[config.mk]
export PLATFORM = sky130hd
export DESIGN_NAME = link_frame_encoder_unit
export DESIGN_NICKNAME = d
export VERILOG_FILES = /design/src/rtl/lfe_pkg.sv /design/src/rtl/link_frame_encoder_unit.sv /design/src/rtl/lfe_front.sv /design/src/rtl/lfe_queue.sv /design/src/rtl/lfe_back.sv
export SDC_FILE = /design/constraint.sdc
export NUM_CORES = 1
export LEC_CHECK = 0
export BUFFER_PORTS_ARGS = -buffer_cell sky130_fd_sc_hd__buf_2
export CORE_MARGIN = 2
export CORE_UTILIZATION = 50
export DETAILED_ROUTE_END_ITERATION = 10
export PLACE_DENSITY_LB_ADDON = 0.05
export SETUP_SLACK_MARGIN = 0.1
export SLEW_MARGIN = 20
export SYNTH_ARGS = -nofsm -noshare
export SYNTH_HDL_FRONTEND = slang
export SYNTH_SLANG_ARGS = --single-unit
[constraint.sdc]
create_clock -name i_clk -period 7 [get_ports i_clk]
set_clock_uncertainty 0.2 [all_clocks]
set_input_delay 0 -clock i_clk [delete_from_list [all_inputs] [get_ports i_clk]]
set_output_delay 0 -clock i_clk [all_outputs]
set_load 0.02 [all_outputs]
[src/rtl/lfe_pkg.sv]
// Shared types, constants and codes for the link frame encoder.
package lfe_pkg;

    localparam int C_COUNT_FRAME_BYTES = 3;
    localparam int C_FLAG_FRAME_BYTES  = 5;

    // A job holds every byte one transaction puts on the line.
    localparam int C_JOB_BYTES = (C_COUNT_FRAME_BYTES + 1 > 3) ? C_COUNT_FRAME_BYTES + 1 : 3;
    localparam int C_IDX_W     = $clog2(C_JOB_BYTES);
    localparam int C_BIF_W     = 3;
    localparam int C_RUN_W     = 3;

    localparam int C_QUEUE_DEPTH = 2;
    localparam int C_QPTR_W      = $clog2(C_QUEUE_DEPTH);
    localparam int C_QCNT_W      = $clog2(C_QUEUE_DEPTH + 1);

    localparam logic [C_BIF_W-1:0] C_COUNT_LIMIT = C_BIF_W'(C_COUNT_FRAME_BYTES);
    localparam logic [C_BIF_W-1:0] C_FLAG_LIMIT  = C_BIF_W'(C_FLAG_FRAME_BYTES);
    localparam logic [C_RUN_W-1:0] C_STUFF_RUN   = 3'd5;
    localparam logic [7:0]         C_HDLC_FLAG   = 8'h7E;
    localparam logic [7:0]         C_DELIM_RESET = 8'h0F;

    localparam logic [1:0] MODE_CHAR_COUNT = 2'd0;
    localparam logic [1:0] MODE_BYTE_FLAG  = 2'd1;
    localparam logic [1:0] MODE_BIT_STUFF  = 2'd2;

    localparam logic CFG_FRAMING_MODE   = 1'b0;
    localparam logic CFG_DELIMITER_BYTE = 1'b1;

    typedef struct packed {
        logic [7:0] data_byte;
        logic       end_of_message;
    } t_lfe_in;

    typedef struct packed {
        logic line_bit;
        logic frame_done;
        logic run_last;
    } t_lfe_out;

    typedef struct packed {
        logic [1:0] framing_mode;
        logic [7:0] delimiter_byte;
    } t_lfe_cfg;

    typedef struct packed {
        logic [C_JOB_BYTES-1:0][7:0] bytes;
        logic [C_JOB_BYTES-1:0]      stuff;
        logic [C_IDX_W-1:0]          last_idx;
        logic                        clear_run;
        logic                        closed;
    } t_lfe_job;

endpackage

[src/rtl/link_frame_encoder_unit.sv]
// Top level of the link frame encoder: configuration registers, front end, queue, serializer.
// With the block idle, the first line bit of a transaction passes the queue, the job register
// and the output register. Throughput: one line bit per cycle while jobs are queued and the
// output is not stalled; a transaction causes no bits (byte only buffered, or unused mode),
// 8 to 25 in the flag modes, or 16 to 32 when a character count frame leaves.
// Reset (synchronous, active low) empties the queue, closes any frame, restores mode 0 and 0x0F.
module link_frame_encoder_unit (
    input  logic              i_clk,
    input  logic              i_rst_n,
    input  logic              i_in_valid,
    output logic              o_in_ready,
    input  lfe_pkg::t_lfe_in  i_in_data,
    output logic              o_out_valid,
    input  logic              i_out_ready,
    output lfe_pkg::t_lfe_out o_out_data,
    input  logic              i_cfg_wr_en,
    input  logic              i_cfg_index,
    input  logic [7:0]        i_cfg_wdata
);
    import lfe_pkg::*;

    // Configuration registers. They are to be written by the user only while the block is idle,
    // so the front end may read them directly; the block itself does not enforce this.
    t_lfe_cfg r_cfg;

    logic     in_accept;
    logic     front_push;
    t_lfe_job front_job;
    logic     queue_full;
    logic     queue_valid;
    t_lfe_job queue_job;
    logic     back_pop;

    always_ff @(posedge i_clk) begin
        if (!i_rst_n) begin
            r_cfg.framing_mode   <= MODE_CHAR_COUNT;
            r_cfg.delimiter_byte <= C_DELIM_RESET;
        end else if (i_cfg_wr_en) begin
            case (i_cfg_index)
                CFG_FRAMING_MODE:   r_cfg.framing_mode   <= i_cfg_wdata[1:0];
                CFG_DELIMITER_BYTE: r_cfg.delimiter_byte <= i_cfg_wdata;
                default:            r_cfg                <= r_cfg;
            endcase
        end
    end

    // The front end takes a transaction whenever the queue has room. A transaction
    // that only buffers a byte (character count, frame still open) updates frame state
    // and pushes nothing; one that arrives in the unused mode changes nothing.
    assign o_in_ready = !queue_full;
    assign in_accept  = i_in_valid && o_in_ready;

    lfe_front u_front (
        .i_clk    (i_clk),
        .i_rst_n  (i_rst_n),
        .i_accept (in_accept),
        .i_item   (i_in_data),
        .i_cfg    (r_cfg),
        .o_push   (front_push),
        .o_job    (front_job)
    );

    // The queue decouples the two sides: while it has room, the front end keeps accepting
    // while the serializer works through a long job or waits on a stalled output.
    lfe_queue u_queue (
        .i_clk   (i_clk),
        .i_rst_n (i_rst_n),
        .i_push  (front_push),
        .i_job   (front_job),
        .o_full  (queue_full),
        .o_valid (queue_valid),
        .i_pop   (back_pop),
        .o_job   (queue_job)
    );

    // The serializer loads the next job in the same cycle it sends the last bit
    // of the current one, so consecutive jobs leave without a gap.
    lfe_back u_back (
        .i_clk       (i_clk),
        .i_rst_n     (i_rst_n),
        .i_job_valid (queue_valid),
        .i_job       (queue_job),
        .o_job_pop   (back_pop),
        .o_out_valid (o_out_valid),
        .i_out_ready (i_out_ready),
        .o_out_data  (o_out_data)
    );

endmodule

[src/rtl/lfe_front.sv]
// Front end: takes payload transactions, tracks the open frame and builds line jobs.
module lfe_front (
    input  logic              i_clk,
    input  logic              i_rst_n,
    input  logic              i_accept,
    input  lfe_pkg::t_lfe_in  i_item,
    input  lfe_pkg::t_lfe_cfg i_cfg,
    output logic              o_push,
    output lfe_pkg::t_lfe_job o_job
);
    import lfe_pkg::*;

    logic [C_BIF_W-1:0] r_bytes_in_frame;
    logic [C_BIF_W-1:0] n_bytes_in_frame;
    logic [7:0]         r_held [C_COUNT_FRAME_BYTES];
    logic [C_BIF_W-1:0] slot;
    logic [C_BIF_W-1:0] cnt_new;
    logic               open_frame;
    logic               close_frame;
    logic               has_job;
    logic [7:0]         flag_byte;
    logic [C_IDX_W-1:0] data_pos;

    always_comb begin
        slot        = '0;
        cnt_new     = '0;
        open_frame  = 1'b0;
        close_frame = 1'b0;
        has_job     = 1'b0;
        data_pos    = '0;
        flag_byte   = (i_cfg.framing_mode == MODE_BYTE_FLAG) ? i_cfg.delimiter_byte : C_HDLC_FLAG;
        n_bytes_in_frame = r_bytes_in_frame;
        o_job       = '0;
        case (i_cfg.framing_mode)
            MODE_CHAR_COUNT: begin
                slot        = (r_bytes_in_frame >= C_COUNT_LIMIT) ? '0 : r_bytes_in_frame;
                cnt_new     = slot + C_BIF_W'(1);
                close_frame = (cnt_new >= C_COUNT_LIMIT) || i_item.end_of_message;
                has_job     = close_frame;
                n_bytes_in_frame = close_frame ? '0 : cnt_new;
                o_job.bytes[0] = 8'(cnt_new) + 8'd1;
                for (int k = 0; k < C_COUNT_FRAME_BYTES; k++) begin
                    o_job.bytes[k+1] = (C_BIF_W'(k) == slot) ? i_item.data_byte : r_held[k];
                end
                o_job.last_idx = C_IDX_W'(cnt_new);
                o_job.closed   = 1'b1;
            end
            MODE_BYTE_FLAG, MODE_BIT_STUFF: begin
                slot        = (r_bytes_in_frame >= C_FLAG_LIMIT) ? '0 : r_bytes_in_frame;
                open_frame  = (slot == '0);
                cnt_new     = slot + C_BIF_W'(1);
                close_frame = (cnt_new >= C_FLAG_LIMIT) || i_item.end_of_message;
                has_job     = 1'b1;
                n_bytes_in_frame = close_frame ? '0 : cnt_new;
                data_pos    = C_IDX_W'(open_frame);
                for (int k = 0; k < C_JOB_BYTES; k++) begin
                    o_job.bytes[k] = flag_byte;
                end
                o_job.bytes[data_pos] = i_item.data_byte;
                o_job.stuff[data_pos] = (i_cfg.framing_mode == MODE_BIT_STUFF);
                o_job.last_idx  = C_IDX_W'(open_frame) + C_IDX_W'(close_frame);
                o_job.clear_run = open_frame;
                o_job.closed    = close_frame;
            end
            default: begin
                has_job = 1'b0;
            end
        endcase
        o_push = i_accept && has_job;
    end

    always_ff @(posedge i_clk) begin
        if (!i_rst_n) begin
            r_bytes_in_frame <= '0;
        end else if (i_accept) begin
            r_bytes_in_frame <= n_bytes_in_frame;
        end
    end

    // Buffered bytes carry no reset; only written entries are ever sent.
    always_ff @(posedge i_clk) begin
        if (i_accept && (i_cfg.framing_mode == MODE_CHAR_COUNT)) begin
            for (int k = 0; k < C_COUNT_FRAME_BYTES; k++) begin
                if (C_BIF_W'(k) == slot) begin
                    r_held[k] <= i_item.data_byte;
                end
            end
        end
    end

endmodule

[src/rtl/lfe_queue.sv]
// Short job queue between the front end and the serializer.
module lfe_queue (
    input  logic              i_clk,
    input  logic              i_rst_n,
    input  logic              i_push,
    input  lfe_pkg::t_lfe_job i_job,
    output logic              o_full,
    output logic              o_valid,
    input  logic              i_pop,
    output lfe_pkg::t_lfe_job o_job
);
    import lfe_pkg::*;

    t_lfe_job            r_mem [C_QUEUE_DEPTH];
    logic [C_QPTR_W-1:0] r_wr_ptr;
    logic [C_QPTR_W-1:0] r_rd_ptr;
    logic [C_QCNT_W-1:0] r_count;
    logic                do_push;
    logic                do_pop;

    function automatic logic [C_QPTR_W-1:0] ptr_inc(input logic [C_QPTR_W-1:0] p);
        ptr_inc = (p == C_QPTR_W'(C_QUEUE_DEPTH - 1)) ? '0 : p + C_QPTR_W'(1);
    endfunction

    assign o_full  = (r_count == C_QCNT_W'(C_QUEUE_DEPTH));
    assign o_valid = (r_count != '0);
    assign o_job   = r_mem[r_rd_ptr];
    assign do_push = i_push && !o_full;
    assign do_pop  = i_pop && o_valid;

    always_ff @(posedge i_clk) begin
        if (!i_rst_n) begin
            r_wr_ptr <= '0;
            r_rd_ptr <= '0;
            r_count  <= '0;
        end else begin
            if (do_push) begin
                r_wr_ptr <= ptr_inc(r_wr_ptr);
            end
            if (do_pop) begin
                r_rd_ptr <= ptr_inc(r_rd_ptr);
            end
            if (do_push && !do_pop) begin
                r_count <= r_count + C_QCNT_W'(1);
            end else if (do_pop && !do_push) begin
                r_count <= r_count - C_QCNT_W'(1);
            end
        end
    end

    always_ff @(posedge i_clk) begin
        if (do_push) begin
            r_mem[r_wr_ptr] <= i_job;
        end
    end

endmodule

[src/rtl/lfe_back.sv]
// Back end: serializes queued jobs one line bit per cycle unless stalled, with bit stuffing.
module lfe_back (
    input  logic              i_clk,
    input  logic              i_rst_n,
    input  logic              i_job_valid,
    input  lfe_pkg::t_lfe_job i_job,
    output logic              o_job_pop,
    output logic              o_out_valid,
    input  logic              i_out_ready,
    output lfe_pkg::t_lfe_out o_out_data
);
    import lfe_pkg::*;

    logic               r_busy,       n_busy;
    t_lfe_job           r_job,        n_job;
    logic [C_IDX_W-1:0] r_byte_idx,   n_byte_idx;
    logic [2:0]         r_bit_idx,    n_bit_idx;
    logic               r_stuff_pend, n_stuff_pend;
    logic               r_pos_end,    n_pos_end;
    logic [C_RUN_W-1:0] r_ones_run,   n_ones_run;
    logic               r_out_valid,  n_out_valid;
    t_lfe_out           r_out_data,   n_out_data;

    logic               emit;
    logic               cur_bit;
    logic               last_bit;
    logic               final_pos;
    logic [C_RUN_W-1:0] run_inc;
    logic [C_RUN_W-1:0] run_after;
    logic               load;

    always_comb begin
        emit      = r_busy && (!r_out_valid || i_out_ready);
        final_pos = (r_byte_idx == r_job.last_idx) && (r_bit_idx == 3'd0);
        run_inc   = r_ones_run + C_RUN_W'(1);
        run_after = r_ones_run;

        n_byte_idx   = r_byte_idx;
        n_bit_idx    = r_bit_idx;
        n_stuff_pend = r_stuff_pend;
        n_pos_end    = r_pos_end;

        if (r_stuff_pend) begin
            cur_bit   = 1'b0;
            last_bit  = r_pos_end;
            run_after = '0;
            if (emit) begin
                n_stuff_pend = 1'b0;
            end
        end else begin
            cur_bit  = r_job.bytes[r_byte_idx][r_bit_idx];
            last_bit = final_pos;
            if (r_job.stuff[r_byte_idx]) begin
                if (cur_bit) begin
                    if (run_inc >= C_STUFF_RUN) begin
                        // Five ones in a row: a zero goes out next.
                        run_after = '0;
                        last_bit  = 1'b0;
                        if (emit) begin
                            n_stuff_pend = 1'b1;
                        end
                    end else begin
                        run_after = run_inc;
                    end
                end else begin
                    run_after = '0;
                end
            end
            if (emit) begin
                n_pos_end = final_pos;
                if (!final_pos) begin
                    n_bit_idx = r_bit_idx - 3'd1;
                    if (r_bit_idx == 3'd0) begin
                        n_byte_idx = r_byte_idx + C_IDX_W'(1);
                    end
                end
            end
        end

        n_ones_run = emit ? run_after : r_ones_run;
        load       = i_job_valid && (!r_busy || (emit && last_bit));
        o_job_pop  = load;

        n_busy = r_busy;
        n_job  = r_job;
        if (load) begin
            n_busy       = 1'b1;
            n_job        = i_job;
            n_byte_idx   = '0;
            n_bit_idx    = 3'd7;
            n_stuff_pend = 1'b0;
            n_pos_end    = 1'b0;
            if (i_job.clear_run) begin
                n_ones_run = '0;
            end
        end else if (emit && last_bit) begin
            n_busy = 1'b0;
        end

        n_out_valid = r_out_valid;
        n_out_data  = r_out_data;
        if (emit) begin
            n_out_valid          = 1'b1;
            n_out_data.line_bit   = cur_bit;
            n_out_data.frame_done = last_bit && r_job.closed;
            n_out_data.run_last   = last_bit;
        end else if (i_out_ready) begin
            n_out_valid = 1'b0;
        end
    end

    always_ff @(posedge i_clk) begin
        if (!i_rst_n) begin
            r_busy       <= 1'b0;
            r_stuff_pend <= 1'b0;
            r_pos_end    <= 1'b0;
            r_ones_run   <= '0;
            r_out_valid  <= 1'b0;
        end else begin
            r_busy       <= n_busy;
            r_stuff_pend <= n_stuff_pend;
            r_pos_end    <= n_pos_end;
            r_ones_run   <= n_ones_run;
            r_out_valid  <= n_out_valid;
        end
    end

    always_ff @(posedge i_clk) begin
        r_job      <= n_job;
        r_byte_idx <= n_byte_idx;
        r_bit_idx  <= n_bit_idx;
        r_out_data <= n_out_data;
    end

    assign o_out_valid = r_out_valid;
    assign o_out_data  = r_out_data;

endmodule

==> results.txt, run 1 <==
status - completed
Max Clock Freq - 267 MHz
Slew Limit Fails - 0
Seq cells post-synth - 170
final worst path period need - 3.75 ns
Yosys top cell by area - edfxtp_1
Final Wtd Congestion - 0.871
# diodes - 0
largest cells by area after synthesis - edfxtp_1, mux2_2, dfxtp_1
CTS tree - built
drt first pass iters - 4
Hold Startpoint - i_in_data[8]
RSZ-0062 raised after global routing - false
Slowest cell on crit path - dfxtp_1
Antenna Nets Post-Route - 0
EDFF count, synth - 140
main flop type after synthesis - edfxtp_1
worst r2r src - u_back.r_byte_idx[1]$_SDFFE_PN0P_
Yosys warning count - 0
Cell variety after synth - 55
Die Y - 128 µm
vias per inst - 5.42
nets - 691
Slew HR - 28.9%
CP Class - reg2reg
via count - 4609
clk_lat worst skew - 0.43 ns
Post-Syn Area per Cell - 13.1 µm²
fillers - 1207
I/O Pins - 28
Area growth syn-to-layout - 17.2%
WP data required - 7.15 ns
WL/cell - 17.9 µm
multi-input combinational cell area - 2640 µm²
max-cap violation count - 0
final wirelength - 15.2 mm
crit path cell chain - mux4_2 -> a2bb2oi_1 -> a22oi_4 -> nand4_4 -> nand2_4 -> inv_2 -> ha_1 -> or3_1 -> a21oi_1
clk sinks - 170
flip-flop and latch area - 4800 µm²
setup_tns - 0 ns
Worst-Margin Slew - 1.06 ns
crit path launch - u_back.r_byte_idx[1]$_SDFFE_PN0P_
Die Wd - 128 µm
setup bufs post-CTS - 0
final cycle utilization of the critical path - 53.6%
Fin. Hold Viols - 0
r2r worst-path depth - 9
CP Capture Type - flip-flop
CP Data Arrival Time - 3.90 ns
fraction of registers with async set/reset - 0%
WP buf/inv - 1
leakage - 3.25 nW
largest net degree at the start of global routing - 47
Cell Area, Synth - 7670 µm²
GRT Util Overall - 19.8%
power density over the cells - 356 nW/µm²
PortBufs - 27
total gr overflow - 0
slowest cell delay on critical path - 0.85 ns
Synth top area share - 54.8%
number of global-route vias before repair - 4536
Die Area - 16300 µm²
initial antenna violation count - 0
area post-placement - 7950 µm²
worst hold path class - in2reg
Startpoint Class - flip-flop
CTS Buf Count - 17
starting DRC count in detailed routing - 240
Crit. path cell count - 9
CTS max path bufs - 2
Seq/Total Area, Yosys - 62.7%
core box area - 15100 µm²
Crit path max-delay family - simple AND/OR/NAND/NOR gates
FP Rows - 45
Final Setup Violations - 0
critical path fanouts, max - 46
Starting Density - 50.8%
Clk pin slew, worst setup/hold paths - 0.07 ns
first-pass GRT wire length - 24.2 mm
DRC violations left - 0
root buffer cell - clkbuf_16
DP HPWL - 10.1 mm
syn nets - 628
Peak VDD IR - 0.196 mV
finished layout cell area - 8980 µm²
WHS Path Cells - 2
share of post-route cells with drive strength above 1 - 21.9%
Mapped Cells - 587
H-Tree Depth - 4
[path summary, 6_finish.rpt]
kind | to | slack (ns)
setup / recovery | u_queue.r_count[1]$_SDFFE_PN0P_ | 3.25
hold / removal | u_front.r_held[0][7]$_DFFE_PP_ | 0.19
setup reg to reg | u_queue.r_count[1]$_SDFFE_PN0P_ | 3.25
hold reg to reg | u_back.r_ones_run[0]$_SDFF_PN0_ | 0.29
[area by class of cell]
cell class	instances	area share, %
Clock inverter	15	2.09
Inverter	28	1.17
Clock buffer	17	4.74
Tap cell	188	2.62
Multi-Input combinational cell	361	29.4
Timing Repair Buffer	72	6.52
Sequential cell	170	53.5
[Yosys cell counts (all sizes together) (5+ instances only)]
cell,count
xor2,7
o21ai,11
a21oi,41
o22ai,7
ha,18
nor2b,8
xnor2,5
a211oi,5
dfxtp,30
mux2,61
clkbuf,24
mux2i,14
nand3,12
nor3,10
inv,28
nand2,63
nor2,37
nand2b,18
edfxtp,140
[stage by stage]
stage / setup WS, ns / utilization (%) / hold WS [ns] / power, mW / instances
final: 3.25 / 59.5 / 0.188 / 3.20 / 851
after global placement: 3.27 / 52.7 / 0.0105 / 2.24 / 778
after floorplan: 2.95 / - / -0.128 / 2.03 / 587
after CTS: 3.19 / 59.4 / 0.161 / 3.22 / 850
after global routing: 2.98 / 59.5 / 0.205 / 3.36 / 851
after detailed placement: 3.21 / 52.7 / 0.0191 / 2.24 / 778
[repair_timing]
action                    in CTS  in global routing
gates resized for setup        0                  0
hold buffers                  40                  0
hold endpoints to repair      63                  0
[power breakdown]
| part | leakage, nW | switching (mW) | internal [mW] |
|---|---|---|---|
| Sequential | 1.55 | 0.0757 | 1.39 |
| Clock | 0.297 | 0.394 | 0.568 |
| Combinational | 1.41 | 0.461 | 0.314 |
[cells by family after synthesis]
| kind of cell | share of synthesized area [%] |
|---|---|
| DFF | 62.7 |
| buffers and inverters | 3.00 |
| and+or+nand+nor | 10.6 |
| muxes | 12.0 |
| xor gates and xnor gates | 1.37 |
| adders and majority gates | 2.94 |
| AOI/OAI and AO/OA | 7.44 |
[layout by cell type, fill, tap and decap left out, types with 4 or more instances in the layout]
cell and n:
a211oi_1 5, a21oi_1 40, buf_2 27, buf_4 4, clkbuf_16 17, dfxtp_1 30
dlygate4sd3_1 40, edfxtp_1 140, ha_1 18, inv_1 26, inv_6 4, mux2_2 61
mux2i_1 14, mux4_2 4, nand2_1 62, nand2b_1 18, nand3_1 10, nor2_1 36
nor2b_1 7, nor3_1 9, o21ai_0 8, o22ai_1 7, xnor2_1 5, xor2_1 7
[state kept, by name (all words and copies together), names as in the netlist, named ones only]
name / flops
u_front.r_bytes_in_frame: 3
u_queue.r_rd_ptr: 1
u_queue.r_count: 2
u_back.r_stuff_pend: 1
u_back.r_ones_run: 3
u_queue.r_mem: 76
u_queue.r_wr_ptr: 1
u_back.r_busy: 1
u_back.r_bit_idx: 3
u_back.o_out_valid: 1
u_back.r_pos_end: 1
u_back.r_job: 37
r_cfg: 10
u_back.o_out_data: 3
u_front.r_held: 24
u_back.r_byte_idx: 2
[metal layers]
| layer | up-vias | part of all wire [%] | GRT usage (%) |
|---|---|---|---|
| met5 | - | 0 | 0 |
| met2 | 91 | 46 | 30.0 |
| met3 | 27 | 3.0 | 3.92 |
| met1 | 2219 | 47 | 27.4 |
| li1 | 2272 | - | - |
| met4 | 0 | 3.4 | 9.63 |
(Power assumes the default switching activity.)
==> run 2, diff against run 1 <==
- clock period: 7 -> 3.45 ns (I/O delays scaled with it)
==> results.txt, run 2 (synthesized netlist as in run 1, its figures left out) <==
clk_lat worst skew - 0.43 ns (about the same)
core box area - 15100 µm² (unchanged)
Max Clock Freq - 312 MHz (+17%)
final worst path period need - 3.21 ns (-0.544 ns)
number of global-route vias before repair - 4726 (+4.2%)
worst r2r src - u_front.r_bytes_in_frame[2]$_SDFFE_PN0P_
Power, Total - 6.43 mW (+100%)
sink of the worst hold path - u_front.r_held[0][8]$_DFFE_PP_
FP Rows - 45 (unchanged)
Slew Limit Fails - 0 (unchanged)
Int Pwr - 4.45 mW (+96%)
starting DRC count in detailed routing - 317 (+32%)
area post-placement - 8040 µm² (+1.2%)
RSZ-0062 raised after global routing - false
pre-CTS WS - 0.404 ns (-2.81 ns)
largest net degree at the start of global routing - 46 (-2.1%)
# diodes - 0 (unchanged)
clock power share - 28.4% (-1.6 points)
final std cells w/o fill - 860 (+1.1%)
placed cells - 787 (+1.2%)
Crit path max-delay family - buffers and inverters
register share of total power - 46.4% (+0.6 points)
CP Data Arrival Time - 3.38 ns (-0.52 ns)
Die Wd - 128 µm (unchanged)
drt first pass iters - 4 (unchanged)
Worst Hold Margin - 0.184 ns (-0.00390 ns)
first-pass GRT wire length - 25.0 mm (+3.5%)
Slew HR - 46.6% (+18 points)
CTS Buf Count - 17 (unchanged)
Largest register FFs - 76 (unchanged)
clk sinks - 170 (unchanged)
share of post-route cells with drive strength above 1 - 24.3% (+2.4 points)
Antenna Nets Post-Route - 0 (unchanged)
worst hold path class - in2reg
Largest Register - u_queue.r_mem
Startpoint Class - flip-flop
finished layout cell area - 9050 µm² (+0.77%)
commonest non-fill, non-tap cell in the layout - edfxtp_1
nets - 700 (+1.3%)
fin worst setup slack - 0.244 ns (-3.01 ns)
WP data required - 3.62 ns (-3.53 ns)
CP Capture Type - flip-flop
Reg-to-Reg End - u_front.r_bytes_in_frame[0]$_SDFFE_PN0P_
flip-flop and latch area - 4810 µm² (+0.13%)
max-cap violation count - 0 (unchanged)
DRC violations left - 0 (unchanged)
root buffer cell - clkbuf_16
crit path cell chain - nand2b_2 -> inv_1 -> ha_1 -> or3_1 -> a21o_1 -> nor2_1 -> a21oi_1 -> dlygate4sd3_1 -> nor2_1 -> dlygate4sd3_1
power density over the cells - 711 nW/µm² (+99%)
Switch Pwr - 1.98 mW (+110%)
total gr overflow - 0 (unchanged)
leakage - 3.27 nW (+0.80%)
setup_tns - 0 ns (unchanged)
Fin. Hold Viols - 0 (unchanged)
top flop regs - u_queue.r_mem: 76 flops, u_back.r_job: 37 flops, u_front.r_held: 24 flops
Hold Startpoint - i_in_data[1]
I/O Pins - 28 (unchanged)
Final Setup Violations - 0 (unchanged)
Starting Density - 50.8% (unchanged)
DP HPWL - 10.5 mm (+3.2%)
CTS max path bufs - 2 (unchanged)
initial antenna violation count - 0 (unchanged)
Worst-Margin Slew - 0.798 ns (-0.260 ns)
fillers - 1213 (+0.50%)
Area growth syn-to-layout - 18.1%
multi-input combinational cell area - 2660 µm² (+0.81%)
Post-Route Utilization - 60.0% (+0.46 points)
Clk pin slew, worst setup/hold paths - 0.07 ns (about the same)
PortBufs - 27 (unchanged)
Peak VDD IR - 0.370 mV (+89%)
Worst R2R Setup Slack - 0.24 ns (-3.01 ns)
Comb pwr share - 25.2% (+1.0 points)
critical path fanouts, max - 5 (-89%)
slowest cell delay on critical path - 0.56 ns (-0.29 ns)
via count - 4640 (+0.67%)
final cycle utilization of the critical path - 92.9% (+39 points)
status - completed
Slowest cell on crit path - dlygate4sd3_1
Die Y - 128 µm (unchanged)
switching part of the total - 30.8% (+1.8 points)
Final Wtd Congestion - 0.840 (-3.6%)
final wirelength - 15.5 mm (+1.8%)
CTS tree - built
WP buf/inv - 3 (+2)
WL/cell - 18.0 µm (+0.77%)
commonest cells after routing, fill and taps aside - edfxtp_1, nand2_1, mux2_2
Die Area - 16300 µm² (unchanged)
vias per inst - 5.40 (-0.38%)
GRT Util Overall - 20.4% (+0.62 points)
WHS Path Cells - 2 (unchanged)
H-Tree Depth - 4 (unchanged)
r2r worst-path depth - 10 (+1)
CP Class - reg2reg
==> run 2: cell types whose count changed in the layout (fill, tap and decap cells not counted), sizes merged <==
cell	before	now
buf	32	41
bufinv	3	0
clkinv	5	4
inv	33	37
==> run 2: power groups by stage <==
| stage | sequential (mW) | clock [mW] | combinational, mW |
|---|---|---|---|
| global placement | 3.02 | 0 | 1.55 |
| CTS | 2.99 | 1.86 | 1.62 |
| global route | 3.03 | 1.95 | 1.78 |
| finish | 2.99 | 1.82 | 1.62 |
| detailed placement | 3.03 | 0 | 1.56 |
| floorplan | 2.97 | 0 | 1.14 |
==> run 2: area by class of cell <==
| class | count | area share [%] |
|---|---|---|
| clock buffer | 17 | 4.70 |
| clock inverter | 15 | 1.64 |
| inverter | 28 | 1.16 |
| multi-input combinational | 361 | 29.4 |
| sequential | 170 | 53.1 |
| tap | 188 | 2.60 |
| timing repair buffer | 81 | 7.35 |
==> run 2: worst max-delay path by stage <==
stage / to / depth (start not counted) / from / slack [ns]
final: u_front.r_bytes_in_frame[0]$_SDFFE_PN0P_ / 10 / u_front.r_bytes_in_frame[2]$_SDFFE_PN0P_ / 0.24
after global routing: u_front.r_bytes_in_frame[0]$_SDFFE_PN0P_ / 14 / u_front.r_bytes_in_frame[2]$_SDFFE_PN0P_ / 0.09
after CTS: u_front.r_bytes_in_frame[0]$_SDFFE_PN0P_ / 14 / u_front.r_bytes_in_frame[1]$_SDFFE_PN0P_ / 0.19
after detailed placement: u_queue.r_count[1]$_SDFFE_PN0P_ / 14 / u_front.r_bytes_in_frame[2]$_SDFFE_PN0P_ / 0.40
after global placement: u_queue.r_count[1]$_SDFFE_PN0P_ / 14 / u_front.r_bytes_in_frame[2]$_SDFFE_PN0P_ / 0.54
after floorplan: u_queue.r_mem[0][0]$_DFFE_PP_ / 6 / u_front.r_bytes_in_frame[0]$_SDFFE_PN0P_ / 0.11
==> run 2: metal layers <==
metal  routed length [µm]  track usage (%)
met1                 7510             27.7
met2                 7070             31.8
met3                  436             4.05
met4                  467             9.44
met5                    0                0
==> run 2: repair_timing <==
item                                   CTS  global route
gates resized for setup                  0            11
buffers inserted                         0             1
endpoints found under the hold margin   77             0
setup endpoints to repair                0             2
hold buffers                            40             0
==> run 2: worst register-to-register path, stage by stage (launching register included) <==
cell and delay [ns]:
dfxtp_4 0.38, nand2b_2 0.17, inv_1 0.05, ha_1 0.30, or3_1 0.35, a21o_1 0.22, nor2_1 0.18, a21oi_1 0.09
dlygate4sd3_1 0.56, nor2_1 0.09, dlygate4sd3_1 0.55
